$ cat src/rtl/telnet_option_negotiator_assert.svh
// Assertion helpers for the telnet option negotiator.
// Both expect a clock named clk and an active-low reset named arst_n in scope.
`ifndef TELNET_OPTION_NEGOTIATOR_ASSERT_SVH
`define TELNET_OPTION_NEGOTIATOR_ASSERT_SVH

// Consequent holds in the same cycle as the antecedent.
`define TON_ASSERT_SAME(label, ante, cons) \
	label: assert property (@(posedge clk) disable iff (!arst_n) (ante) |-> (cons)) \
		else $error("telnet option negotiator: assertion failed");

// Consequent holds in the cycle after the antecedent.
`define TON_ASSERT_NEXT(label, ante, cons) \
	label: assert property (@(posedge clk) disable iff (!arst_n) (ante) |=> (cons)) \
		else $error("telnet option negotiator: assertion failed");

`endif

$ cat src/rtl/ton_pkg.sv
`timescale 1ns / 1ps
`default_nettype none

package ton_pkg;

	// Option number width and default table depth
	localparam int OPT_W = 8;
	localparam int TON_NUM_OPTIONS = 256;

	// Item opcodes
	localparam logic [2:0] OP_GOT_WILL = 3'd0;
	localparam logic [2:0] OP_GOT_WONT = 3'd1;
	localparam logic [2:0] OP_GOT_DO   = 3'd2;
	localparam logic [2:0] OP_GOT_DONT = 3'd3;
	localparam logic [2:0] OP_ENABLE   = 3'd4;
	localparam logic [2:0] OP_DISABLE  = 3'd5;
	localparam logic [2:0] OP_QUERY    = 3'd6;

	// Telnet commands as sent on the reply
	localparam logic [1:0] CMD_WILL = 2'd0;
	localparam logic [1:0] CMD_WONT = 2'd1;
	localparam logic [1:0] CMD_DO   = 2'd2;
	localparam logic [1:0] CMD_DONT = 2'd3;

	// Q-method negotiation states
	typedef enum logic [2:0] {
		QS_NO        = 3'd0,
		QS_WANTYES   = 3'd1,
		QS_WANTYESNO = 3'd2,
		QS_YES       = 3'd3,
		QS_WANTNO    = 3'd4,
		QS_WANTNOYES = 3'd5
	} qstate_t;

	// Request transaction
	typedef struct packed {
		logic [2:0]       opcode;
		logic [OPT_W-1:0] option_code;
		logic             side;
		logic             accept;
	} req_t;

	// Response transaction
	typedef struct packed {
		logic             send_valid;
		logic [1:0]       send_command;
		logic [OPT_W-1:0] sent_option;
		logic             toggle_valid;
		logic             toggle_side;
		logic             toggle_on;
		logic             local_enabled;
		logic             remote_enabled;
		logic             asked_enabled;
	} rsp_t;

endpackage

`default_nettype wire

$ cat src/rtl/ton_stream_if.sv
`timescale 1ns / 1ps
`default_nettype none

// Valid/ready channel carrying one payload per transaction
interface ton_stream_if #(
	parameter type payload_t = logic
) ();
	logic     valid;
	logic     ready;
	payload_t payload;

	modport source (output valid, output payload, input ready);
	modport sink (input valid, input payload, output ready);
endinterface

`default_nettype wire

$ cat src/rtl/telnet_option_negotiator.sv
`timescale 1ns / 1ps
`default_nettype none

// Telnet option negotiator (RFC 1143 Q method). Keeps a local and a remote
// negotiation state for each of NUM_OPTIONS options, all NO after reset; a
// per-option valid flop makes the reset take effect at once, so there is no
// clearing pass. Each request transaction (received WILL/WONT/DO/DONT,
// enable, disable or query) yields exactly one response transaction with an
// optional reply command, an optional toggle event and the enabled view.
// One request is accepted every cycle unless stage 1 and the output register
// are both full and rsp.ready is low. Each request goes from the stage 1
// registers to the output register. The state table is read at accept and
// written as stage 1 advances, with the pending write forwarded to a request
// for the same option right behind. Options >= NUM_OPTIONS read as NO, unstored.
module telnet_option_negotiator #(
	parameter int NUM_OPTIONS = ton_pkg::TON_NUM_OPTIONS
) (
	input  logic              clk,
	input  logic              arst_n,
	ton_stream_if.sink        req,
	ton_stream_if.source      rsp
);
	import ton_pkg::*;

	`include "telnet_option_negotiator_assert.svh"

	localparam int IDX_W = $clog2(NUM_OPTIONS);
	localparam logic [OPT_W:0] OPT_LIMIT = (OPT_W + 1)'(NUM_OPTIONS);

	typedef struct packed {
		qstate_t    q;
		logic       snd;
		logic [1:0] cmd;
		logic       tog;
	} peer_res_t;

	// Reaction to a received WILL or DO
	function automatic peer_res_t peer_positive(qstate_t q, logic acc,
			logic [1:0] yes_cmd, logic [1:0] no_cmd);
		peer_res_t r;
		r = '{q: q, snd: 1'b0, cmd: CMD_WILL, tog: 1'b0};
		unique case (q)
			QS_NO: begin
				r.snd = 1'b1;
				if (acc) begin
					r.cmd = yes_cmd;
					r.tog = 1'b1;
					r.q   = QS_YES;
				end else begin
					r.cmd = no_cmd;
				end
			end
			QS_WANTNO: r.q = QS_NO;
			QS_WANTNOYES, QS_WANTYES: begin
				r.tog = 1'b1;
				r.q   = QS_YES;
			end
			QS_WANTYESNO: begin
				r.snd = 1'b1;
				r.cmd = no_cmd;
				r.tog = 1'b1;
				r.q   = QS_WANTNO;
			end
			default: r.q = q;
		endcase
		return r;
	endfunction

	// Reaction to a received WONT or DONT
	function automatic peer_res_t peer_negative(qstate_t q,
			logic [1:0] yes_cmd, logic [1:0] no_cmd);
		peer_res_t r;
		r = '{q: q, snd: 1'b0, cmd: CMD_WILL, tog: 1'b0};
		unique case (q)
			QS_YES: begin
				r.snd = 1'b1;
				r.cmd = no_cmd;
				r.tog = 1'b1;
				r.q   = QS_NO;
			end
			QS_WANTNO, QS_WANTYES, QS_WANTYESNO: r.q = QS_NO;
			QS_WANTNOYES: begin
				r.snd = 1'b1;
				r.cmd = yes_cmd;
				r.q   = QS_WANTYES;
			end
			default: r.q = q;
		endcase
		return r;
	endfunction

	function automatic logic is_enabled(qstate_t q);
		return (q == QS_YES) || (q == QS_WANTNO) || (q == QS_WANTNOYES);
	endfunction

	// State table: {remote, local} per option, plus per-option valid flops
	logic [5:0]             table_mem [NUM_OPTIONS];
	logic [NUM_OPTIONS-1:0] entry_vld_q;

	// Stage 1 registers
	logic             valid_s1;
	logic [2:0]       opcode_s1;
	logic [OPT_W-1:0] opt_s1;
	logic             side_s1;
	logic             acc_s1;
	logic             inrange_s1;
	logic             vld_s1;
	logic [5:0]       rd_s1;
	logic             hit_s1;
	logic [5:0]       fwd_s1;

	// Output register
	logic rsp_valid_q;
	rsp_t rsp_q;

	logic             in_fire;
	logic             s1_adv;
	logic             in_range;
	logic [IDX_W-1:0] in_idx;
	logic [IDX_W-1:0] wr_idx;
	logic             wr_en;
	qstate_t          lq_n;
	qstate_t          rq_n;
	rsp_t             rsp_n;

	// Handshake
	assign s1_adv    = valid_s1 && (!rsp_valid_q || rsp.ready);
	assign req.ready = !valid_s1 || s1_adv;
	assign in_fire   = req.valid && req.ready;
	assign in_range  = {1'b0, req.payload.option_code} < OPT_LIMIT;
	assign in_idx    = req.payload.option_code[IDX_W-1:0];
	assign wr_idx    = opt_s1[IDX_W-1:0];
	assign wr_en     = s1_adv && inrange_s1;

	// Stage 1 control and valid flops
	always_ff @(posedge clk or negedge arst_n) begin
		if (!arst_n) begin
			valid_s1    <= 1'b0;
			entry_vld_q <= '0;
		end else begin
			if (in_fire) begin
				valid_s1 <= 1'b1;
			end else if (s1_adv) begin
				valid_s1 <= 1'b0;
			end
			if (wr_en) begin
				entry_vld_q[wr_idx] <= 1'b1;
			end
		end
	end

	// Stage 1 payload, table read and forwarding of the pending write
	always_ff @(posedge clk) begin
		if (in_fire) begin
			opcode_s1  <= req.payload.opcode;
			opt_s1     <= req.payload.option_code;
			side_s1    <= req.payload.side;
			acc_s1     <= req.payload.accept;
			inrange_s1 <= in_range;
			vld_s1     <= in_range && entry_vld_q[in_idx];
			hit_s1     <= wr_en && (opt_s1 == req.payload.option_code);
			fwd_s1     <= {rq_n, lq_n};
		end
	end

	always_ff @(posedge clk) begin
		if (wr_en) begin
			table_mem[wr_idx] <= {rq_n, lq_n};
		end
		if (in_fire) begin
			rd_s1 <= table_mem[in_idx];
		end
	end

	// Next state and response for the item in stage 1
	always_comb begin
		logic [5:0] cur;
		logic [2:0] op;
		logic       acc;
		qstate_t    lq;
		qstate_t    rq;
		qstate_t    q;
		peer_res_t  pr;
		logic       snd;
		logic [1:0] cmd;
		logic       tog;
		logic       tside;
		logic       ton;

		if (hit_s1) begin
			cur = fwd_s1;
		end else if (vld_s1) begin
			cur = rd_s1;
		end else begin
			cur = {QS_NO, QS_NO};
		end
		lq  = inrange_s1 ? qstate_t'(cur[2:0]) : QS_NO;
		rq  = inrange_s1 ? qstate_t'(cur[5:3]) : QS_NO;
		op  = opcode_s1;
		acc = acc_s1 && inrange_s1;
		if (!inrange_s1 && (op >= OP_ENABLE)) begin
			op = OP_QUERY;
		end
		snd   = 1'b0;
		cmd   = CMD_WILL;
		tog   = 1'b0;
		tside = 1'b0;
		ton   = 1'b0;
		pr    = '{q: QS_NO, snd: 1'b0, cmd: CMD_WILL, tog: 1'b0};
		q     = side_s1 ? rq : lq;

		case (op)
			OP_GOT_WILL: begin
				pr    = peer_positive(rq, acc, CMD_DO, CMD_DONT);
				rq    = pr.q;
				snd   = pr.snd;
				cmd   = pr.cmd;
				tog   = pr.tog;
				tside = 1'b1;
				ton   = 1'b1;
			end
			OP_GOT_WONT: begin
				pr    = peer_negative(rq, CMD_DO, CMD_DONT);
				rq    = pr.q;
				snd   = pr.snd;
				cmd   = pr.cmd;
				tog   = pr.tog;
				tside = 1'b1;
			end
			OP_GOT_DO: begin
				pr  = peer_positive(lq, acc, CMD_WILL, CMD_WONT);
				lq  = pr.q;
				snd = pr.snd;
				cmd = pr.cmd;
				tog = pr.tog;
				ton = 1'b1;
			end
			OP_GOT_DONT: begin
				pr  = peer_negative(lq, CMD_WILL, CMD_WONT);
				lq  = pr.q;
				snd = pr.snd;
				cmd = pr.cmd;
				tog = pr.tog;
			end
			OP_ENABLE: begin
				if (q == QS_NO) begin
					q   = QS_WANTYES;
					snd = 1'b1;
					cmd = side_s1 ? CMD_DO : CMD_WILL;
				end else if (q == QS_WANTNO) begin
					q = QS_WANTNOYES;
				end else if (q == QS_WANTYESNO) begin
					q = QS_WANTYES;
				end
				if (side_s1) rq = q; else lq = q;
			end
			OP_DISABLE: begin
				if (q == QS_YES) begin
					q     = QS_WANTNO;
					snd   = 1'b1;
					cmd   = side_s1 ? CMD_DONT : CMD_WONT;
					tog   = 1'b1;
					tside = side_s1;
				end else if (q == QS_WANTNOYES) begin
					q = QS_WANTNO;
				end else if (q == QS_WANTYES) begin
					q = QS_WANTYESNO;
				end
				if (side_s1) rq = q; else lq = q;
			end
			default: begin
				// query and the unused code: no change
			end
		endcase

		lq_n = lq;
		rq_n = rq;

		rsp_n.send_valid     = snd;
		rsp_n.send_command   = snd ? cmd : CMD_WILL;
		rsp_n.sent_option    = snd ? opt_s1 : '0;
		rsp_n.toggle_valid   = tog;
		rsp_n.toggle_side    = tog && tside;
		rsp_n.toggle_on      = tog && ton;
		rsp_n.local_enabled  = is_enabled(lq);
		rsp_n.remote_enabled = is_enabled(rq);
		rsp_n.asked_enabled  = side_s1 ? is_enabled(rq) : is_enabled(lq);
	end

	// Output register
	always_ff @(posedge clk or negedge arst_n) begin
		if (!arst_n) begin
			rsp_valid_q <= 1'b0;
		end else if (s1_adv) begin
			rsp_valid_q <= 1'b1;
		end else if (rsp.ready) begin
			rsp_valid_q <= 1'b0;
		end
	end

	always_ff @(posedge clk) begin
		if (s1_adv) begin
			rsp_q <= rsp_n;
		end
	end

	assign rsp.valid   = rsp_valid_q;
	assign rsp.payload = rsp_q;

	// Checks
	`TON_ASSERT_NEXT(a_accept_fills_s1, req.valid && req.ready, valid_s1)
	`TON_ASSERT_NEXT(a_advance_fills_out, s1_adv, rsp_valid_q)
	`TON_ASSERT_SAME(a_write_in_range, wr_en, {1'b0, opt_s1} < OPT_LIMIT)
	`TON_ASSERT_SAME(a_no_send_clean, rsp_valid_q && !rsp_q.send_valid,
		rsp_q.send_command == CMD_WILL && rsp_q.sent_option == '0)
	`TON_ASSERT_SAME(a_no_toggle_clean, rsp_valid_q && !rsp_q.toggle_valid,
		!rsp_q.toggle_side && !rsp_q.toggle_on)

endmodule

`default_nettype wire

$ cat src/flat_wrapper.sv
// flat-port wrapper written by rule: the top's interface ports become plain ports
module telnet_option_negotiator_flat import ton_pkg::*;
#(
	parameter int NUM_OPTIONS = ton_pkg::TON_NUM_OPTIONS
)
  (clk, arst_n, req_valid, req_payload, req_ready, rsp_valid, rsp_payload, rsp_ready);
  ton_stream_if #(.payload_t(req_t)) req_i ();
  ton_stream_if #(.payload_t(rsp_t)) rsp_i ();
  input  logic clk;
  input  logic arst_n;
  input wire logic [$bits(req_i.valid)-1:0] req_valid;
  input wire logic [$bits(req_i.payload)-1:0] req_payload;
  output wire logic [$bits(req_i.ready)-1:0] req_ready;
  output wire logic [$bits(rsp_i.valid)-1:0] rsp_valid;
  output wire logic [$bits(rsp_i.payload)-1:0] rsp_payload;
  input wire logic [$bits(rsp_i.ready)-1:0] rsp_ready;
  assign req_i.valid = req_valid;
  assign req_i.payload = req_payload;
  assign req_ready = req_i.ready;
  assign rsp_valid = rsp_i.valid;
  assign rsp_payload = rsp_i.payload;
  assign rsp_i.ready = rsp_ready;
  telnet_option_negotiator #(.NUM_OPTIONS(NUM_OPTIONS)) u_core (.clk(clk), .arst_n(arst_n), .req(req_i), .rsp(rsp_i));
endmodule
$ cat config.mk
export PLATFORM = sky130hd
export DESIGN_NAME = telnet_option_negotiator_flat
export DESIGN_NICKNAME = d
export VERILOG_FILES = /design/src/rtl/ton_pkg.sv /design/src/rtl/ton_stream_if.sv /design/src/rtl/telnet_option_negotiator.sv /design/src/flat_wrapper.sv
export VERILOG_INCLUDE_DIRS = /design/src /design/src/rtl
export SDC_FILE = /design/constraint.sdc
export NUM_CORES = 2
export LEC_CHECK = 0
export BUFFER_PORTS_ARGS = -buffer_cell sky130_fd_sc_hd__buf_2
export CORE_MARGIN = 2
export CORE_UTILIZATION = 63
export CTS_CLUSTER_DIAMETER = 120
export DETAILED_ROUTE_END_ITERATION = 8
export GPL_ROUTABILITY_DRIVEN = 0
export PLACE_DENSITY = 0.79
export SKIP_LAST_GASP = 1
export SYNTH_ARGS = -nofsm -noshare
export SYNTH_HDL_FRONTEND = slang
export SYNTH_SLANG_ARGS = --single-unit
export TNS_END_PERCENT = 5
$ cat constraint.sdc
create_clock -name clk -period 7.7 [get_ports clk]
set_input_delay 1.54 -clock clk [delete_from_list [all_inputs] [get_ports clk]]
set_output_delay 1.54 -clock clk [all_outputs]
set_load 0.02 [all_outputs]
* Word-level counts from Yosys, hierarchy flattened *
Memory sizes are Yosys's and may differ from the RTL's. A register that Yosys moved wholly into a read port is not among the register bits.
Index checks and enable logic that the tools add are counted.

storage, ports and cells
  bits in registers = 296
  RAM bits = 1536
  input bits = 17
  output and inout bits = 19
  word-level logic and storage cells = 134
  memories kept = 1

memories
  name              depth  width  read ports  clocked after Yosys merged registers in  wr ports  line                            text
  u_core.table_mem  256    6      1           1                                        1         telnet_option_negotiator.sv:97  logic [5:0] table_mem [NUM_OPTIONS];

cells by class
  $lt $le $gt $ge = 3
  equality and inequality tests = 27
  mux-type cells = 55
  bitwise gates (word level) = 1
  reductions and logical operators = 28

operators by type and width
  kind                  count
  $or A256 B256 Y256    1
  $pmux W3 S4           4
  $mux W3               13
  $eq A3 B3 Y1 const B  12
  $pmux W3 S2           6
  $eq A3 B2 Y1 const B  10
  $lt A8 B9 Y1 const B  2
  $mux W1               18
  $eq A3 B1 Y1 const B  4
  $logic_not A3 Y1      4
  $mux W6               2
  $pmux W2 S6           1
  $bmux W1 S8           1
  $demux W1 S8          1
  $eq A8 B8 Y1          1
  $ge A8 B1 Y1 const B  1
  $mux W2               4
  $reduce_or A2 Y1      4
  $reduce_or A4 Y1      2
  $logic_and A1 B1 Y1   6
  $logic_or A1 B1 Y1    6
  $pmux W1 S2           3
  $pmux W1 S6           1
  $reduce_or A3 Y1      2
  other kinds (3)       5

* Logic depth before layout (Yosys ltp) *
  depth after elaboration = 13
  gate-level depth with buffers = 13
  mapped depth without buffers = 7

* Worst setup path before layout *
No wires, ideal clock.

  path kind = flip-flop to flip-flop
  start point = reg u_core.hit_s1
  end point = reg u_core.fwd_s1[3], data pin
  library setup time = 0.906 ns
  arrival = 4.946 ns
  required time = 6.794 ns
  setup slack = 1.848 ns
  stages on the path, launching flop included = 7
  buffers on the path = 1
  period minus slack after synthesis = 5.852 ns
  cell sequence = edfxtp_1 buf_2 nand3b_1 a22oi_1 and2_1 a31o_2 a32o_1

between the ends
  word-level cells in the longest chain between the ends = 8
  elaborated cells between the ends (all ways) = 28
  classes of those cells = eq/ne (10); mux (14); reduce/logical (4)

ends and longest elaborated chain
  item                                                 line                                                              text
  from (decl)                                          telnet_option_negotiator.sv:109                                   logic hit_s1;
  from (signal assigned)                               telnet_option_negotiator.sv:161                                   hit_s1 <= wr_en && (opt_s1 == req.payload.option_code);
  $mux W6 (*)                                          telnet_option_negotiator.sv:190                                   if (hit_s1) begin
  $mux W3                                              telnet_option_negotiator.sv:210                                   q = side_s1 ? rq : lq;
  $eq A3 B1 Y1 / $eq A3 B2 Y1 (equally long branches)  telnet_option_negotiator.sv:266, telnet_option_negotiator.sv:252
  $mux W3, on equally long branches                    telnet_option_negotiator.sv:266, telnet_option_negotiator.sv:252
  $mux W3, on equally long branches                    telnet_option_negotiator.sv:264, telnet_option_negotiator.sv:250
  $mux W3, on equally long branches                    telnet_option_negotiator.sv:258, telnet_option_negotiator.sv:246
  $mux W3, on equally long branches                    telnet_option_negotiator.sv:269, telnet_option_negotiator.sv:255
  $pmux W3 S4 (*)                                      telnet_option_negotiator.sv:212                                   case (op)
  via u_core.rq_n[0]                                   telnet_option_negotiator.sv:123                                   qstate_t rq_n;
  to (signal assigned)                                 telnet_option_negotiator.sv:162                                   fwd_s1 <= {rq_n, lq_n};
  to (decl)                                            telnet_option_negotiator.sv:110                                   logic [5:0] fwd_s1;

The timed path passes the listed nets; every way through them passes the cells marked *.
A chain may end at the register's enable or synchronous reset.

==> flow_metrics.env <==
export IMPL_total_power_mw=21.4
export IMPL_cts_sinks=1838
export IMPL_status="finished with violations"
export IMPL_wl_met3_um=21900
export IMPL_dr_wl_met2_um=85200
export IMPL_dp_cells=5178
export IMPL_postCtsHoldBufs=0
export IMPL_path_buf_inv=2
export IMPL_post_route_period_util_pct=67.1
export IMPL_grt_pass1_vias=38300
export IMPL_fin_util_pct=69.7
export IMPL_root_buffer="clkbuf_16"
export IMPL_slowest_delay_ns=1.25
export IMPL_cp_cell_sequence="buf_8 -> nand2b_1 -> buf_4 -> o22ai_1 -> a2111oi_0 -> nor3_1 -> nor4_1 -> nor4_1"
export IMPL_power_density_nw_per_um2=268
export IMPL_ios=36
export IMPL_rsz0062_at_grt="false"
export IMPL_switching_share_pct=22.4
export IMPL_holdPathStages=1
export IMPL_wl_met1_um=65600
export IMPL_areaGrowthSynthToFinish_pct=9.98
export IMPL_grt_antenna_before_repair=6
export IMPL_drive_gt1_share_pct=26.2
export IMPL_synthFlopType="edfxtp_1"
export IMPL_drv_cap=1
export IMPL_power_frac_seq_pct=52.9
export IMPL_die_y_um=343
export IMPL_remaining_drc_errors=0
export IMPL_ant_nets=0
export IMPL_synth_seq_cells=1838
export IMPL_clock_latency_ns=0.81
export IMPL_yosysSeqAreaShare_pct=74.4
export IMPL_grt_ovfl_total=0
export IMPL_dp_slack_ns=2.09
export IMPL_r2r_end="u_core.table_mem[117][1]"
export IMPL_final_common_cell="edfxtp_1"
export IMPL_timing_setup_tns_ns=0
export IMPL_p_leak_nw=27.4
export IMPL_fp_dieW_um=343
export IMPL_synth_edff_count=1580
export IMPL_slew_viol_final=2
export IMPL_cpLargestDelayFamily="simple AND/OR/NAND/NOR gates"
export IMPL_slew_headroom_pct=-3.16
export IMPL_clockBufferDepth=3
export IMPL_wirelength_um=182000
export IMPL_worstMarginPinSlew_ns=1.53
export IMPL_coreArea_um2=114000
export IMPL_hold_start="u_core.entry_vld_q[63]"
export IMPL_crit_path_frequent_cell="nor4_1"
export IMPL_p_clk_share_pct=40.3
export IMPL_fin_cells=5512
export IMPL_power_switching_mw=4.80
export IMPL_cp_arrival_ns=5.65
export IMPL_violations="capacitance limit, slew limit"
export IMPL_end_kind="register"
export IMPL_setup_viol=0
export IMPL_syn_num_nets=3807
export IMPL_critPathKind="input port to register"
export IMPL_htree_levels=4
export IMPL_crit_slowest_cell="nor4_1"
export IMPL_cts_buffers_inserted=176
export IMPL_vdd_ir_drop_max_mv=0.246
export IMPL_die_area_um2=118000
export IMPL_vias=38600
export IMPL_hold_path_class="register to register"
export IMPL_netlist_area_um2=72400
export IMPL_power_internal_mw=16.6
export IMPL_rrSetupSlack_ns=3.46
export IMPL_skew_ns=0.0376
export IMPL_fin_hold_ws_ns=0.456
export IMPL_start_util_pct=63.4
export IMPL_hpwl_um=105000
export IMPL_cts_tree="yes"
export IMPL_mostFrequentLayoutCells="1,580 x edfxtp_1, 414 x mux4_2, 288 x nor2_1, 263 x or2_2, 258 x dfrtp_1"
export IMPL_synthCells=3790
export IMPL_r2r_start="u_core.hit_s1"
export IMPL_avgSynthCellArea_um2=19.1
export IMPL_critPathMaxFanout=55
export IMPL_synth_cell_type_count=64
export IMPL_min_period_ns=5.17
export IMPL_layout_nets=3861
export IMPL_p_comb_share_pct=6.8
export IMPL_drt_first_pass_iters=8
export IMPL_reg2regPathDepth=7
export IMPL_crit_cells=8
export IMPL_cts_resized=0
export IMPL_wl_per_cell_um=33.0
export IMPL_setup_slack_ns=2.53
export IMPL_dpl_instance_area_um2=73900
export IMPL_postCtsSetupBuffers=0
export IMPL_async_flop_share_pct=14.0
export IMPL_crit_path_start_kind="input port"
export IMPL_critical_path_required_ns=8.18
export IMPL_final_area_um2=79600
export IMPL_grt_first_pass_wirelength_um=264000
export IMPL_track_usage_pct=31.4
export IMPL_fmaxAchievable_ghz=0.194
export IMPL_drtIter0Drc=5973
export IMPL_row_count=124
export IMPL_highest_layer="met5"
export IMPL_min_to="u_core.entry_vld_q[63]"
export IMPL_vias_per_cell=7.00
export IMPL_synth_warnings=0
export IMPL_hold_viol_final=0
export IMPL_clkTransAtPathRegs_ns=0.05
export IMPL_grt_max_degree=242
export IMPL_port_buffers=35
==> sequential cells by signal, summed over array words and instances (netlist names) <==
name / count
u_core.acc_s1: 1
u_core.entry_vld_q: 256
u_core.fwd_s1: 6
u_core.hit_s1: 1
u_core.opcode_s1: 3
u_core.opt_s1: 8
u_core.rd_s1: 6
u_core.rsp.payload: 17
u_core.rsp.valid: 1
u_core.side_s1: 1
u_core.table_mem: 1536
u_core.valid_s1: 1
u_core.vld_s1: 1
==> layer usage <==
| layer | GRT usage (%) | vias to the layer above |
|---|---|---|
| met4 | 14.0 | 6 |
| li1 | - | 15300 |
| met5 | 0 | - |
| met2 | 47.6 | 2736 |
| met3 | 8.30 | 553 |
| met1 | 43.7 | 20000 |
==> power by group through the flow <==
stage / sequential [mW] / combinational [mW] / clock [mW]
final: 11.3 / 1.45 / 8.62
after global routing: 11.3 / 1.52 / 9.01
after detailed placement: 11.5 / 1.41 / 0
after global placement: 11.5 / 1.37 / 0
after floorplan: 11.6 / 0.884 / 0
after CTS: 11.3 / 1.43 / 8.65
==> synthesized netlist by cell type (4+ instances only) <==
cell type,count,area [um2]
nor3_1,40,200
o21ai_0,31,155
xnor2_1,8,70.1
o22ai_1,75,469
edfxtp_1,1580,47400
a22oi_1,30,225
inv_1,7,26.3
or2_2,263,1650
nor2_1,289,1080
a211oi_1,26,195
o211ai_1,6,45.0
buf_2,51,255
o32ai_1,4,35.0
mux2i_1,116,1160
nand3b_1,7,52.6
nand2b_1,20,125
buf_4,29,218
nand4_1,5,31.3
or4_1,4,30.0
nand2_1,115,432
a221oi_1,15,131
a211o_1,9,78.8
o31ai_1,4,30.0
buf_6,16,180
nand3_1,28,140
buf_1,10,37.5
a22o_1,11,96.3
mux2_2,9,101
mux4_2,414,9320
and2_1,30,188
nor4_1,8,50.1
and3_1,6,37.5
dfrtp_1,258,6460
nor2b_1,21,131
o41ai_1,4,35.0
clkbuf_1,92,345
a2111oi_0,10,87.6
a21oi_1,65,325
o221ai_1,24,210
buf_8,11,165
==> final cells by class <==
cell class,count,area [um2]
antenna,2,5.00
inverter,8,45.0
clock buffer,258,5060
multi-input combinational,1732,17300
timing repair buffer,88,756
fill,6704,34500
sequential,1838,53900
clock inverter,74,692
tap,1512,1890
==> worst max-delay path by stage <==
| stage | slack (ns) | startpoint | endpoint |
|---|---|---|---|
| final | 2.53 | req_payload[3] | u_core.rd_s1[5] |
| after CTS | 2.89 | req_payload[3] | u_core.rd_s1[5] |
| after global routing | 2.68 | req_payload[3] | u_core.rd_s1[5] |
| after floorplan | 1.85 | u_core.hit_s1 | u_core.fwd_s1[3] |
| after detailed placement | 2.09 | req_payload[3] | u_core.rd_s1[5] |
| after global placement | 2.08 | req_payload[3] | u_core.rd_s1[5] |
==> kinds of logic (layout without fill, tap and decap cells) <==
| kind of cell | count (synthesis) | count (layout) | synth area share (%) |
|---|---|---|---|
| AOI/OAI and AO/OA | 340 | 340 | 3.25 |
| xor gates and xnor gates | 10 | 10 | 0.121 |
| buffers and inverters | 220 | 428 | 1.78 |
| DFF | 1838 | 1838 | 74.4 |
| muxes | 539 | 539 | 14.6 |
| other | 0 | 2 | 0 |
| and+or+nand+nor | 843 | 843 | 5.79 |
==> worst register-to-register path: stages (launching register included) <==
cell and delay [ns]:
edfxtp_1 0.65, nand3b_1 0.30, a32oi_1 0.21, or2_2 0.38
o211ai_1 0.38, nand2b_1 0.16, nand2_4 0.71, buf_4 1.02
Power figures use the tool's default switching activity.
